===== src/trwa_pkg.sv =====
// trwa_pkg: shared types and constants of the triangular random-walk angle block
// used by trwa_isqrt, trwa_div and triangular_random_walk_angle_top

package trwa_pkg;

  localparam int unsigned AngleW    = 10;
  localparam int unsigned RangeW    = 9;
  localparam int unsigned TimeW     = 16;
  localparam int unsigned SampleW   = 16;
  localparam int unsigned RadW      = 36;
  localparam int unsigned RootW     = RadW / 2;
  localparam int unsigned DivNumW   = 25;
  localparam int unsigned DivDenW   = 10;
  localparam int unsigned CfgIdxW   = 2;
  localparam int unsigned CfgDataW  = 16;

  localparam logic [RangeW-1:0]  AngleLimit   = 9'd361;
  localparam logic [DivDenW-1:0] FullSweepDeg = 10'd720;
  localparam logic [RangeW-1:0]  SweepRst     = 9'd80;
  localparam logic [TimeW-1:0]   MaxTimeRst   = 16'd2000;

  localparam logic [CfgIdxW-1:0] CfgSweepRange = 2'd0;
  localparam logic [CfgIdxW-1:0] CfgMaxTime    = 2'd1;

  typedef enum logic [3:0] {
    S_IDLE,
    S_WIN,
    S_SPLIT,
    S_RAD,
    S_SQRT_GO,
    S_SQRT_WAIT,
    S_ANGLE,
    S_PROD,
    S_DUR_GO,
    S_DUR_WAIT,
    S_DLY_GO,
    S_DLY_WAIT,
    S_DONE
  } state_e;

  typedef struct packed {
    logic               start;
    logic [DivNumW-1:0] dividend;
    logic [DivDenW-1:0] divisor;
  } div_req_t;

  typedef struct packed {
    logic               done;
    logic [DivNumW-1:0] quotient;
  } div_rsp_t;

  typedef struct packed {
    logic            done;
    logic [RootW-1:0] root;
  } sqrt_rsp_t;

endpackage


===== src/trwa_isqrt.sv =====
// trwa_isqrt: digit-by-digit integer square root, one result bit per cycle
// depends on trwa_pkg

module trwa_isqrt (
  input  logic                        clk_i,
  input  logic                        rst_ni,
  input  logic                        start_i,
  input  logic [trwa_pkg::RadW-1:0]   rad_i,
  output trwa_pkg::sqrt_rsp_t         rsp_o
);

  localparam int unsigned RemW = trwa_pkg::RootW + 1;
  localparam int unsigned CntW = $clog2(trwa_pkg::RootW);
  localparam logic [CntW-1:0] LastCnt = CntW'(trwa_pkg::RootW - 1);

  logic [trwa_pkg::RadW-1:0]  rad_q, rad_d;
  logic [RemW-1:0]            rem_q, rem_d;
  logic [trwa_pkg::RootW-1:0] root_q, root_d;
  logic [CntW-1:0]            cnt_q, cnt_d;
  logic                       busy_q, busy_d;
  logic                       done_q, done_d;

  logic [RemW+1:0] rem_sh;
  logic [RemW+1:0] trial;

  always_comb begin
    rem_sh = {rem_q, rad_q[trwa_pkg::RadW-1 -: 2]};
    trial  = {1'b0, root_q, 2'b01};
    rad_d  = rad_q;
    rem_d  = rem_q;
    root_d = root_q;
    cnt_d  = cnt_q;
    busy_d = busy_q;
    done_d = 1'b0;
    if (start_i) begin
      rad_d  = rad_i;
      rem_d  = '0;
      root_d = '0;
      cnt_d  = '0;
      busy_d = 1'b1;
    end else if (busy_q) begin
      rad_d = {rad_q[trwa_pkg::RadW-3:0], 2'b00};
      if (rem_sh >= trial) begin
        rem_d  = RemW'(rem_sh - trial);
        root_d = {root_q[trwa_pkg::RootW-2:0], 1'b1};
      end else begin
        rem_d  = rem_sh[RemW-1:0];
        root_d = {root_q[trwa_pkg::RootW-2:0], 1'b0};
      end
      cnt_d = cnt_q + 1'b1;
      if (cnt_q == LastCnt) begin
        busy_d = 1'b0;
        done_d = 1'b1;
      end
    end
  end

  always_ff @(posedge clk_i or negedge rst_ni) begin
    if (!rst_ni) begin
      busy_q <= 1'b0;
      done_q <= 1'b0;
      cnt_q  <= '0;
    end else begin
      busy_q <= busy_d;
      done_q <= done_d;
      cnt_q  <= cnt_d;
    end
  end

  always_ff @(posedge clk_i) begin
    rad_q  <= rad_d;
    rem_q  <= rem_d;
    root_q <= root_d;
  end

  assign rsp_o.done = done_q;
  assign rsp_o.root = root_q;

endmodule


===== src/trwa_div.sv =====
// trwa_div: restoring unsigned divider, one quotient bit per cycle
// depends on trwa_pkg

module trwa_div (
  input  logic                clk_i,
  input  logic                rst_ni,
  input  trwa_pkg::div_req_t  req_i,
  output trwa_pkg::div_rsp_t  rsp_o
);

  localparam int unsigned NumW = trwa_pkg::DivNumW;
  localparam int unsigned DenW = trwa_pkg::DivDenW;
  localparam int unsigned CntW = $clog2(NumW);
  localparam logic [CntW-1:0] LastCnt = CntW'(NumW - 1);

  logic [NumW-1:0] quo_q, quo_d;
  logic [DenW-1:0] rem_q, rem_d;
  logic [DenW-1:0] den_q, den_d;
  logic [CntW-1:0] cnt_q, cnt_d;
  logic            busy_q, busy_d;
  logic            done_q, done_d;

  logic [DenW:0] rem_sh;

  always_comb begin
    rem_sh = {rem_q, quo_q[NumW-1]};
    quo_d  = quo_q;
    rem_d  = rem_q;
    den_d  = den_q;
    cnt_d  = cnt_q;
    busy_d = busy_q;
    done_d = 1'b0;
    if (req_i.start) begin
      quo_d  = req_i.dividend;
      den_d  = req_i.divisor;
      rem_d  = '0;
      cnt_d  = '0;
      busy_d = 1'b1;
    end else if (busy_q) begin
      if (rem_sh >= {1'b0, den_q}) begin
        rem_d = DenW'(rem_sh - {1'b0, den_q});
        quo_d = {quo_q[NumW-2:0], 1'b1};
      end else begin
        rem_d = rem_sh[DenW-1:0];
        quo_d = {quo_q[NumW-2:0], 1'b0};
      end
      cnt_d = cnt_q + 1'b1;
      if (cnt_q == LastCnt) begin
        busy_d = 1'b0;
        done_d = 1'b1;
      end
    end
  end

  always_ff @(posedge clk_i or negedge rst_ni) begin
    if (!rst_ni) begin
      busy_q <= 1'b0;
      done_q <= 1'b0;
      cnt_q  <= '0;
    end else begin
      busy_q <= busy_d;
      done_q <= done_d;
      cnt_q  <= cnt_d;
    end
  end

  always_ff @(posedge clk_i) begin
    quo_q <= quo_d;
    rem_q <= rem_d;
    den_q <= den_d;
  end

  assign rsp_o.done     = done_q;
  assign rsp_o.quotient = quo_q;

endmodule


===== src/triangular_random_walk_angle_top.sv =====
// triangular_random_walk_angle_top: top level of the random-walk angle sampler
// depends on trwa_pkg, trwa_isqrt and trwa_div

// one uniform Q0.16 sample per move picks a new angle from a triangular
// distribution peaked at the current angle, over the window current +/-
// sweep_range clamped to +/-361; the block also returns step count, direction,
// sweep duration and delay per step. after the input beat a move forms the
// window, the split product and the radicand, starts the bit-serial square
// root (18 root bits, one per cycle) and waits for its done, forms the angle
// and the product and starts the duration, makes two passes through the
// shared restoring divider (25 quotient bits then a done; duration by 720,
// then delay by step count) with a start state for the second pass, and
// loads the output register once it is free. the next sample is taken only
// after the sequencer is back in idle; a stalled result holds the sequencer
// in its last state. input stall is high for the whole move; a finished
// result sits in the output register, so the next sample is taken while it
// waits. config writes are always ready and must only be made while idle

module triangular_random_walk_angle_top (
  input  logic                              clk_i,
  input  logic                              rst_ni,
  // config write port
  input  logic                              cfg_valid_i,
  output logic                              cfg_ready_o,
  input  logic [trwa_pkg::CfgIdxW-1:0]      cfg_index_i,
  input  logic [trwa_pkg::CfgDataW-1:0]     cfg_data_i,
  // sample input
  input  logic                              in_valid_i,
  output logic                              in_stall_o,
  input  logic [trwa_pkg::SampleW-1:0]      uniform_sample_i,
  // result output
  output logic                              out_valid_o,
  input  logic                              out_stall_i,
  output logic signed [trwa_pkg::AngleW-1:0] new_angle_o,
  output logic [trwa_pkg::RangeW-1:0]       step_count_o,
  output logic                              step_direction_up_o,
  output logic [trwa_pkg::TimeW-1:0]        duration_ms_o,
  output logic [6:0]                        delay_per_step_ms_o
);

  localparam int unsigned AW  = trwa_pkg::AngleW;
  localparam int unsigned XW  = AW + 2;          // headroom for window sums
  localparam int unsigned UwW = trwa_pkg::SampleW + AW;

  // state
  trwa_pkg::state_e state_q, state_d;

  // config registers
  logic [trwa_pkg::RangeW-1:0] sweep_q;
  logic [trwa_pkg::TimeW-1:0]  max_time_q;

  // walk state
  logic signed [AW-1:0] cur_q;

  // per-move working registers
  logic [trwa_pkg::SampleW-1:0] u_q;
  logic signed [AW-1:0]         mn_q, mx_q;
  logic [AW-1:0]                w_q, a_q, b_q;
  logic [UwW-1:0]               uw_q;
  logic                         lower_q;
  logic [trwa_pkg::RadW-1:0]    rad_q;
  logic signed [AW-1:0]         na_q;
  logic [trwa_pkg::RangeW-1:0]  steps_q;
  logic                         up_q;
  logic [trwa_pkg::DivNumW-1:0] prod_q;
  logic [trwa_pkg::TimeW-1:0]   dur_q;
  logic [6:0]                   dly_q;

  // output register
  logic                         out_vld_q;
  logic signed [AW-1:0]         o_angle_q;
  logic [trwa_pkg::RangeW-1:0]  o_steps_q;
  logic                         o_up_q;
  logic [trwa_pkg::TimeW-1:0]   o_dur_q;
  logic [6:0]                   o_dly_q;

  // handshakes
  logic in_beat, out_beat, cfg_beat, out_free;

  assign cfg_ready_o = 1'b1;
  assign cfg_beat    = cfg_valid_i & cfg_ready_o;
  assign in_beat     = in_valid_i & ~in_stall_o;
  assign out_beat    = out_vld_q & ~out_stall_i;
  assign out_free    = ~out_vld_q | ~out_stall_i;

  // square root unit and shared divider
  logic                 sqrt_start;
  trwa_pkg::sqrt_rsp_t  sqrt_rsp;
  trwa_pkg::div_req_t   div_req;
  trwa_pkg::div_rsp_t   div_rsp;

  trwa_isqrt u_isqrt (
    .clk_i   (clk_i),
    .rst_ni  (rst_ni),
    .start_i (sqrt_start),
    .rad_i   (rad_q),
    .rsp_o   (sqrt_rsp)
  );

  trwa_div u_div (
    .clk_i  (clk_i),
    .rst_ni (rst_ni),
    .req_i  (div_req),
    .rsp_o  (div_rsp)
  );

  // window arithmetic: r saturated to the angle limit, ends clamped to +/-361
  logic [trwa_pkg::RangeW-1:0] r_sat;
  logic signed [XW-1:0]        c_x, r_x, lo_x, hi_x, lim_x, mn_x, mx_x;

  always_comb begin
    r_sat = (sweep_q > trwa_pkg::AngleLimit) ? trwa_pkg::AngleLimit : sweep_q;
    c_x   = XW'(cur_q);
    r_x   = $signed({{(XW-trwa_pkg::RangeW){1'b0}}, r_sat});
    lim_x = $signed({{(XW-trwa_pkg::RangeW){1'b0}}, trwa_pkg::AngleLimit});
    lo_x  = c_x - r_x;
    hi_x  = c_x + r_x;
    mn_x  = (lo_x < -lim_x) ? -lim_x : lo_x;
    mx_x  = (hi_x > lim_x) ? lim_x : hi_x;
  end

  // split test and radicand: (2^16 - u) * w is formed as w * 2^16 - u * w
  logic                 lower_c;
  logic [UwW-1:0]       t_c;
  logic [AW-1:0]        f_c;

  always_comb begin
    lower_c = uw_q < {a_q, {trwa_pkg::SampleW{1'b0}}};
    t_c     = lower_c ? uw_q : UwW'({w_q, {trwa_pkg::SampleW{1'b0}}} - uw_q);
    f_c     = lower_c ? a_q : b_q;
  end

  // angle from the root, rounded half up in the direction of each branch
  logic [trwa_pkg::RootW:0] s_rnd;
  logic signed [XW-1:0]     inc_x, cand_x, na_x, diff_x;

  always_comb begin
    s_rnd  = {1'b0, sqrt_rsp.root} + (lower_q ? (trwa_pkg::RootW+1)'(128)
                                              : (trwa_pkg::RootW+1)'(127));
    inc_x  = $signed({1'b0, s_rnd[trwa_pkg::RootW:8]});
    cand_x = lower_q ? (XW'(mn_q) + inc_x) : (XW'(mx_q) - inc_x);
    if (cand_x > XW'(mx_q)) begin
      na_x = XW'(mx_q);
    end else if (cand_x < XW'(mn_q)) begin
      na_x = XW'(mn_q);
    end else begin
      na_x = cand_x;
    end
    diff_x = na_x - XW'(cur_q);
  end

  // next state
  always_comb begin
    state_d = state_q;
    case (state_q)
      trwa_pkg::S_IDLE:      if (in_beat) state_d = trwa_pkg::S_WIN;
      trwa_pkg::S_WIN:       state_d = trwa_pkg::S_SPLIT;
      trwa_pkg::S_SPLIT:     state_d = trwa_pkg::S_RAD;
      trwa_pkg::S_RAD:       state_d = trwa_pkg::S_SQRT_GO;
      trwa_pkg::S_SQRT_GO:   state_d = trwa_pkg::S_SQRT_WAIT;
      trwa_pkg::S_SQRT_WAIT: if (sqrt_rsp.done) state_d = trwa_pkg::S_ANGLE;
      trwa_pkg::S_ANGLE:     state_d = trwa_pkg::S_PROD;
      trwa_pkg::S_PROD:      state_d = trwa_pkg::S_DUR_GO;
      trwa_pkg::S_DUR_GO:    state_d = trwa_pkg::S_DUR_WAIT;
      trwa_pkg::S_DUR_WAIT:  if (div_rsp.done) state_d = trwa_pkg::S_DLY_GO;
      trwa_pkg::S_DLY_GO:    state_d = trwa_pkg::S_DLY_WAIT;
      trwa_pkg::S_DLY_WAIT:  if (div_rsp.done) state_d = trwa_pkg::S_DONE;
      trwa_pkg::S_DONE:      if (out_free) state_d = trwa_pkg::S_IDLE;
      default:               state_d = trwa_pkg::S_IDLE;
    endcase
  end

  // control outputs of the sequencer
  always_comb begin
    in_stall_o       = 1'b1;
    sqrt_start       = 1'b0;
    div_req.start    = 1'b0;
    div_req.dividend = prod_q;
    div_req.divisor  = trwa_pkg::FullSweepDeg;
    case (state_q)
      trwa_pkg::S_IDLE:    in_stall_o = 1'b0;
      trwa_pkg::S_SQRT_GO: sqrt_start = 1'b1;
      trwa_pkg::S_DUR_GO:  div_req.start = 1'b1;
      trwa_pkg::S_DLY_GO: begin
        div_req.start    = 1'b1;
        div_req.dividend = trwa_pkg::DivNumW'(dur_q);
        div_req.divisor  = trwa_pkg::DivDenW'(steps_q);
      end
      trwa_pkg::S_DLY_WAIT: begin
        div_req.dividend = trwa_pkg::DivNumW'(dur_q);
        div_req.divisor  = trwa_pkg::DivDenW'(steps_q);
      end
      default: ;
    endcase
  end

  // control registers
  always_ff @(posedge clk_i or negedge rst_ni) begin
    if (!rst_ni) begin
      state_q    <= trwa_pkg::S_IDLE;
      sweep_q    <= trwa_pkg::SweepRst;
      max_time_q <= trwa_pkg::MaxTimeRst;
      cur_q      <= '0;
      out_vld_q  <= 1'b0;
    end else begin
      state_q <= state_d;
      if (cfg_beat) begin
        case (cfg_index_i)
          trwa_pkg::CfgSweepRange: sweep_q    <= cfg_data_i[trwa_pkg::RangeW-1:0];
          trwa_pkg::CfgMaxTime:    max_time_q <= cfg_data_i[trwa_pkg::TimeW-1:0];
          default: ;
        endcase
      end
      if (state_q == trwa_pkg::S_ANGLE) begin
        cur_q <= AW'(na_x);
      end
      if (state_q == trwa_pkg::S_DONE && out_free) begin
        out_vld_q <= 1'b1;
      end else if (out_beat) begin
        out_vld_q <= 1'b0;
      end
    end
  end

  // datapath registers
  always_ff @(posedge clk_i) begin
    case (state_q)
      trwa_pkg::S_IDLE: begin
        if (in_beat) u_q <= uniform_sample_i;
      end
      trwa_pkg::S_WIN: begin
        mn_q <= AW'(mn_x);
        mx_q <= AW'(mx_x);
        w_q  <= AW'(mx_x - mn_x);
        a_q  <= AW'(c_x - mn_x);
        b_q  <= AW'(mx_x - c_x);
      end
      trwa_pkg::S_SPLIT: uw_q <= {{AW{1'b0}}, u_q} * {{trwa_pkg::SampleW{1'b0}}, w_q};
      trwa_pkg::S_RAD: begin
        lower_q <= lower_c;
        rad_q   <= {{(trwa_pkg::RadW-UwW){1'b0}}, t_c} *
                   {{(trwa_pkg::RadW-AW){1'b0}}, f_c};
      end
      trwa_pkg::S_ANGLE: begin
        na_q    <= AW'(na_x);
        up_q    <= diff_x > 0;
        steps_q <= trwa_pkg::RangeW'((diff_x < 0) ? -diff_x : diff_x);
      end
      trwa_pkg::S_PROD: begin
        prod_q <= {{(trwa_pkg::DivNumW-trwa_pkg::TimeW){1'b0}}, max_time_q} *
                  {{(trwa_pkg::DivNumW-trwa_pkg::RangeW){1'b0}}, steps_q};
      end
      trwa_pkg::S_DUR_WAIT: begin
        if (div_rsp.done) dur_q <= div_rsp.quotient[trwa_pkg::TimeW-1:0];
      end
      trwa_pkg::S_DLY_WAIT: begin
        // no steps means no delay
        if (div_rsp.done) dly_q <= (steps_q == '0) ? 7'd0 : div_rsp.quotient[6:0];
      end
      trwa_pkg::S_DONE: begin
        if (out_free) begin
          o_angle_q <= na_q;
          o_steps_q <= steps_q;
          o_up_q    <= up_q;
          o_dur_q   <= dur_q;
          o_dly_q   <= dly_q;
        end
      end
      default: ;
    endcase
  end

  assign out_valid_o         = out_vld_q;
  assign new_angle_o         = o_angle_q;
  assign step_count_o        = o_steps_q;
  assign step_direction_up_o = o_up_q;
  assign duration_ms_o       = o_dur_q;
  assign delay_per_step_ms_o = o_dly_q;

endmodule


===== config.mk =====
export PLATFORM = sky130hd
export DESIGN_NAME = triangular_random_walk_angle_top
export DESIGN_NICKNAME = d
export VERILOG_FILES = /design/src/trwa_pkg.sv /design/src/trwa_isqrt.sv /design/src/trwa_div.sv /design/src/triangular_random_walk_angle_top.sv
export SDC_FILE = /design/constraint.sdc
export NUM_CORES = 2
export LEC_CHECK = 0
export ABC_AREA = 1
export ABC_CLOCK_PERIOD_IN_PS = 14900
export BUFFER_PORTS_ARGS = -buffer_cell sky130_fd_sc_hd__buf_4
export CORE_ASPECT_RATIO = 2
export CORE_UTILIZATION = 35
export DETAILED_ROUTE_END_ITERATION = 16
export PLACE_DENSITY = 0.51
export SKIP_LAST_GASP = 1
export SLEW_MARGIN = 20
export SYNTH_ARGS = -nofsm -noshare
export SYNTH_HDL_FRONTEND = slang
export SYNTH_SLANG_ARGS = --single-unit

===== constraint.sdc =====
create_clock -name clk_i -period 14.9 [get_ports clk_i]
set_clock_uncertainty 0.15 [all_clocks]
set_input_delay 0.745 -clock clk_i [delete_from_list [all_inputs] [get_ports clk_i]]
set_output_delay 0.745 -clock clk_i [all_outputs]
set_load 0.01 [all_outputs]

After elaboration in Yosys (flattened, before gate mapping)
Cells that the tools add are included.
Cells by class
  $add $sub $neg: 15
  $mul: 3
  magnitude comparators: 10
  equal/unequal tests: 20
  muxes and demuxes: 46
  bitwise gates (word level): 5
  reductions and logical operators: 16
Operator list (count)
  36-bit 2-to-1 mux: 2
  4-bit case mux with 13 select lines: 1
  25-bit 2-to-1 mux: 2
  10-bit 2-to-1 mux: 4
  10-bit subtractor: 4
  26-bit by 10-bit multiplier with 36-bit output: 1
  12-bit 2-to-1 mux: 3
  35-bit 2-to-1 mux: 1
  26-bit less-than comparator: 1
  16-bit by 10-bit multiplier with 26-bit output: 1
  26-bit 2-to-1 mux: 1
  26-bit subtractor: 1
  16-bit by 9-bit multiplier with 25-bit output: 1
  21-bit by 20-bit greater-or-equal comparator with 1-bit output: 1
  4-bit equality test, second input constant: 5
  4-bit 2-to-1 mux: 5
  5-bit 2-to-1 mux: 4
  18-bit by 8-bit adder with 19-bit output: 1
  1-bit 2-to-1 mux: 19
  19-bit 2-to-1 mux: 1
  19-bit subtractor: 1
  9-bit 2-to-1 mux: 2
  4-bit by 3-bit equality test with 1-bit output, second input constant: 4
  10-bit by 12-bit adder with 12-bit output: 1
  32 further kinds: 48
Storage, ports and cells
  register bits: 412
  bits of input ports: 39
  output and inout bits: 46
  logic and storage cells: 153

Logic depth before layout (Yosys ltp)
  depth after elaboration: 10
  gate-level depth with buffers: 54
  depth with buffers taken out: 53

Modules after synthesis
A second synthesis with hierarchy kept.
Unflattened totals
  cell total of the unflattened synthesis: 4811
  area, all modules: 40441.3 µm²
By module, submodules not included
  triangular_random_walk_angle_top: times used 1, cells an instance 3870, area an instance 33203.1 µm²
  trwa_isqrt: times used 1, cells an instance 603, area an instance 4431.8 µm²
  trwa_div: times used 1, cells an instance 338, area an instance 2806.4 µm²

Worst setup path after synthesis
OpenSTA, ideal clock, no wires.
  path type: reg2reg
  start point: register lower_q
  end point: register steps_q[7] (netlist name) (data pin)
  setup time: 0.253 ns
  arrival time: 6.384 ns
  data required time: 14.497 ns
  setup slack: 8.113 ns
  stages on the path, launching flop included: 41
  buffers on the path: 2
  cell sequence: edfxtp_1 > inv_2 > clkbuf_1 > ha_1 > a21oi_1 > o21ai_0 > a21oi_1 > inv_1 > a21oi_1 > xor2_1 > inv_1 > ha_1 > fa_1 > nand2_1 > nand3_1 > inv_1 > o21bai_1 > or2_2 > (+5 left out) > nand3_1 > nand3_1 > nand2_1 > nand2_1 > nand2_2 > clkbuf_1 > o21ai_0 > inv_1 > ha_1 > fa_1 > o31ai_1 > xor2_1 > inv_1 > nand3_1 > nor3_1 > xor2_1 > nand3_1 > nand2_1
On the way
  word-level cells in the longest chain between the ends: 10
  elaborated cells on any way between the ends: 13
Ends and longest elaborated chain
  start: declaration: RTL line triangular_random_walk_angle_top.sv:60  | logic lower_q;
  start signal: assignment: RTL line triangular_random_walk_angle_top.sv:240  | lower_q <= lower_c;
  8-bit 2-to-1 mux: RTL line triangular_random_walk_angle_top.sv:138  | s_rnd = {1'b0, sqrt_rsp.root} + (lower_q ? (trwa_pkg::RootW+1)'(128)
  18-bit by 8-bit adder with 19-bit output: RTL line triangular_random_walk_angle_top.sv:138
  10-bit by 12-bit subtractor with 12-bit output or 10-bit by 12-bit adder with 12-bit output (tied branches): RTL line triangular_random_walk_angle_top.sv:141  | cand_x = lower_q ? (XW'(mn_q) + inc_x) : (XW'(mx_q) - inc_x);
  12-bit 2-to-1 mux (*): RTL line triangular_random_walk_angle_top.sv:141
  12-bit by 10-bit less-than comparator with 1-bit output: RTL line triangular_random_walk_angle_top.sv:144  | end else if (cand_x < XW'(mn_q)) begin
  12-bit 2-to-1 mux: RTL line triangular_random_walk_angle_top.sv:144
  12-bit 2-to-1 mux (*): RTL line triangular_random_walk_angle_top.sv:142  | if (cand_x > XW'(mx_q)) begin
  net na_x[0]: RTL line triangular_random_walk_angle_top.sv:135  | logic signed [XW-1:0] inc_x, cand_x, na_x, diff_x;
  12-bit by 10-bit subtractor with 12-bit output (*): RTL line triangular_random_walk_angle_top.sv:149  | diff_x = na_x - XW'(cur_q);
  12-bit by 1-bit less-than comparator with 1-bit output or 9-bit negator (tied branches): RTL line triangular_random_walk_angle_top.sv:247  | steps_q <= trwa_pkg::RangeW'((diff_x < 0) ? -diff_x : diff_x);
  9-bit 2-to-1 mux (*): RTL line triangular_random_walk_angle_top.sv:247
  end signal: assignment: RTL line triangular_random_walk_angle_top.sv:247
  end: declaration: RTL line triangular_random_walk_angle_top.sv:63  | logic [trwa_pkg::RangeW-1:0] steps_q;
The timed path passes the listed nets; every way through them passes the cells marked *.
A chain may end at the register's enable or synchronous reset.

Worst setup path in the final report
  start point: register uw_q[25]
  end point: register rad_q[35] (netlist name) (data pin)
On the way
  word-level cells in the longest chain between the ends: 3
  elaborated cells on any way between the ends: 5
Ends and longest elaborated chain
  start: declaration: RTL line triangular_random_walk_angle_top.sv:59  | logic [UwW-1:0] uw_q;
  start signal: assignment: RTL line triangular_random_walk_angle_top.sv:238  | trwa_pkg::S_SPLIT: uw_q <= {{AW{1'b0}}, u_q} * {{trwa_pkg::SampleW{1'b0}}, w_q};
  26-bit subtractor or 26-bit less-than comparator (tied branches): RTL line triangular_random_walk_angle_top.sv:129, triangular_random_walk_angle_top.sv:128
  26-bit 2-to-1 mux or 10-bit 2-to-1 mux (tied branches): RTL line triangular_random_walk_angle_top.sv:129, triangular_random_walk_angle_top.sv:130
  26-bit by 10-bit multiplier with 36-bit output (*): RTL line triangular_random_walk_angle_top.sv:241  | rad_q <= {{(trwa_pkg::RadW-UwW){1'b0}}, t_c} *
  end signal: assignment: RTL line triangular_random_walk_angle_top.sv:241
  end: declaration: RTL line triangular_random_walk_angle_top.sv:61  | logic [trwa_pkg::RadW-1:0] rad_q;
Mark *: on every way between the ends. The rest lies on a longest branch, timed or not.

==> run summary <==
The flow ran to the end, and the final reports show no timing, DRC or antenna violations. The signal on the critical path passes through ha_1 > inv_2 > nor3_2 > o211ai_1 > nand3_2 > buf_4 > o21ai_2 > inv_1 > nor2_1 > fa_1 > fa_1 > fa_1 > fa_1 > fa_1 > ha_1 > nand2_1 > nor2_1 > nand2_1 > nor3_1 > nand3_1 > nand3_1 > xor2_1. The area share of the leading cell type in the synthesized netlist is 23.39%. For this configuration, the core starts out at a cell density of 35.41%. The residual DRC count is 0. The final route contains 30854 vias. nand2_1 is the most common cell in the netlist.

The proportion of layout cells with a drive suffix above 1 came out at 7.243%. The maximum operating frequency came out at 0.1147 GHz. The routed wire length came out at 123500 um.

The cell with the biggest individual delay on the critical path is inv_1. The estimated wirelength of the detail-placed design is 100600 um. The share of the cycle needed by the critical path after routing is 58.51%. For this run the aggregate overflow at the end of global routing stands at 0. By count the netlist is led by nand2_1 (1057), inv_1 (884), fa_1 (408), ha_1 (339), nor2_1 (313). The CTS tree is yes. CTS built an H-tree with a depth of 2. Counting stages on the worst path, the most repeated cell is fa_1.

The count of yosys warnings during synthesis is 0. Among cell families on the critical path, the largest total delay comes from adder cells. The area of the die came out at 0.1155 sq mm. Once the clock tree was built, the resizer swapped 0 gates to a different size. After synthesis the netlist holds a flip-flop and latch count of 412. The buffer count from post-CTS setup fixing came out at 0.

For the worst-skew pair, the clock arrives at the later sink with an insertion delay of 650 ps. The number of instances in the synthesized netlist is 4635. The wire length of the first global-routing pass came out at 188300 um. The worst path buffer plus inverter count came out at 3.

Routability-driven placement finished with a final weighted congestion of 0.9491. The async set-reset flop share out of synthesis is 13.11%. The count of unique library cells instantiated by Yosys came out at 69. Setup violations remaining at the end of the flow were counted as 0. The critical path is of the flip-flop to flip-flop type. The type of the tightest min-delay check is primary input to async pin. The worst setup path is captured at a flip-flop. The cell sitting at the root of the clock tree is a clkbuf_16.

The layout has 11665 filler cells. The sum of negative setup slack came out at 0 ps. The number of clock sinks seen by CTS came out at 412. The total CTS buffers is 44. The chip width is 240.8 um. The die span in y is 479.7 um. The clock slew at the register clock pins of the worst setup and hold paths came out at 70 ps. The signal arrival time at the worst endpoint came out at 9020 ps. The worst-case setup margin in the final layout is 6182 ps. The number of detailed-routing iterations run before antenna repair came out at 4. The synthesized area per cell came out at 8.615 sq um. For the pin with the worst max-slew slack, the measured transition is 1141 ps.

Sequential cells were found to cover 29.15% of the synthesized design area. The count of final hold-check violations came out at 0. The routed wirelength normalized by instance count came out at 19.94 um. The worst setup path is launched from a flip-flop.

The number of placement rows is 174. The final net count is 5444. The flip-flop cell with the highest count after synthesis is edfxtp_1.

The number of global-route vias before repair is 33324. The count of nets left with antenna violations after detail routing is 0. Headroom to the max-slew limit came out at 23.94%. In the post-synthesis netlist, the biggest area contributors are edfxtp_1 (23%), fa_1 (20%), ha_1 (11%).

The library cell with the largest summed area after synthesis is edfxtp_1. The post-synthesis cell area came out at 0.03993 sq mm. The detailed router's first-iteration violation count came out at 1550. The number of pins exceeding their max-slew limit in the final report came out at 0.

At the worst endpoint, the required time is 15200 ps. The number of antenna violations at the first check in global routing came to 4. The deepest clock path buffer count came out at 3. The pin count of the biggest net entering global routing is 55. The count of hold buffers inserted by post-cts repair is 0. For this run, the slowest stage of the critical path takes 830 ps. The count of buffers from port buffering is 83.

For the finished layout, the period the worst path requires is 8718 ps. The core region is 0.1128 sq mm. Prior to clock tree synthesis, the placed netlist has a worst setup slack of 6203 ps. The number of synthesized flops with an enable pin came out at 311.

The number of max-cap violations is 0. The number of placed I/O pins came out at 85. The highest net fanout along the worst path is 39. The overall track demand over capacity in global routing is 21.84%.

The number of nets in the synthesized netlist is 5421. The detail-routed via count per cell is 4.984. The area growth from synthesis to layout is 9.269%. The setup check on the worst reg-to-reg path leaves a slack of 6180 ps.

Setup repair after global routing left no endpoint under its margin.
worst reg2reg max path: cells and delay by family (launching register included):
kind | cells | cell delay [ps]
fa+ha+maj | 7 | 3370
simple gates | 9 | 2580
buf+inv | 3 | 1360
flops | 1 | 500
compound gates | 2 | 410
xor+xnor | 1 | 190
kinds of logic after synthesis:
group                      count (synthesis)  share of synthesized area (%)
buffers and inverters                   1062                          10.15
other                                      1                       0.009392
adders and majority gates                747                          31.08
xor gates and xnor gates                 160                          3.510
DFF                                      412                          29.15
AOI/OAI and AO/OA                        608                          8.996
and+or+nand+nor                         1637                          16.88
muxes                                      8                         0.2225
placed cells by master (no fill, tap or decap), types with 47 or more instances in the layout:
cell type / n
a21oi_1: 223
buf_4: 115
dfxtp_1: 47
edfxtp_1: 311
fa_1: 408
ha_1: 339
inv_1: 884
nand2_1: 1057
nand3_1: 122
nor2_1: 303
o21ai_0: 153
xor2_1: 117
layout make-up:
cell class                      instances  area, sq um  share of cell area, %
Multi-Input combinational cell       3161        24290                  55.67
Inverter                              923         3465                  7.941
Clock inverter                         24        241.5                 0.5535
Clock buffer                           58         1236                  2.833
Timing Repair Buffer                  116        883.3                  2.025
Tap cell                             1496         1872                  4.290
Antenna cell                            1        2.502               0.005735
Sequential cell                       412        11640                  26.68
routing by layer:
layer | global-route usage, % | vias to the layer above | part of all wire [%]
met4 | 14.05 | 0 | 7.1
met2 | 44.01 | 621 | 57
met5 | 0 | - | 0
met1 | 20.29 | 15243 | 34
li1 | - | 14686 | -
met3 | 1.925 | 304 | 2.5
flip-flops by register name, indices dropped and copies added (netlist names), 10 cells and up:
register	cells
u_q	16
duration_ms_o	16
b_q	10
w_q	10
u_isqrt.rad_q	36
mn_q	10
u_div.den_q	10
new_angle_o	10
na_q	10
cur_q	10
u_div.rem_q	10
u_isqrt.rem_q	19
rad_q	36
prod_q	25
uw_q	26
mx_q	10
u_isqrt.root_q	18
max_time_q	16
u_div.quo_q	25
a_q	10
dur_q	16
path summary, 6_finish.rpt:
check                      cells after the start                               end                   start
max                                           22               rad_q[35]$_DFFE_PP_      uw_q[25]$_DFFE_PP_
min                                            1        max_time_q[15]$_DFFE_PN0P_                  rst_ni
max reg2reg                                   22               rad_q[35]$_DFFE_PP_      uw_q[25]$_DFFE_PP_
min reg2reg                                    0  delay_per_step_ms_o[5]$_DFFE_PP_  dly_q[5]$_SDFFCE_PN0P_
max in group asynchronous                      1              cur_q[8]$_DFFE_PN0P_                  rst_ni
min in group clk_i                             1                  u_q[8]$_DFFE_PP_     uniform_sample_i[8]
stage by stage:
stage	hold slack (ps)	cells	util [%]	area (sq um)
4_1_cts	99.61	6190	38.69	43630
6_report	88.85	6191	38.69	43630
2_1_floorplan	250.3	4635	-	39930
5_1_grt	115.0	6191	38.69	43630
3_3_place_gp	254.2	6107	37.36	42130
3_5_place_dp	254.5	6108	37.38	42150
Power is left out: the tool's default activity adds up to more than one toggle a clock period on the data nets, which glitch-free logic cannot reach.
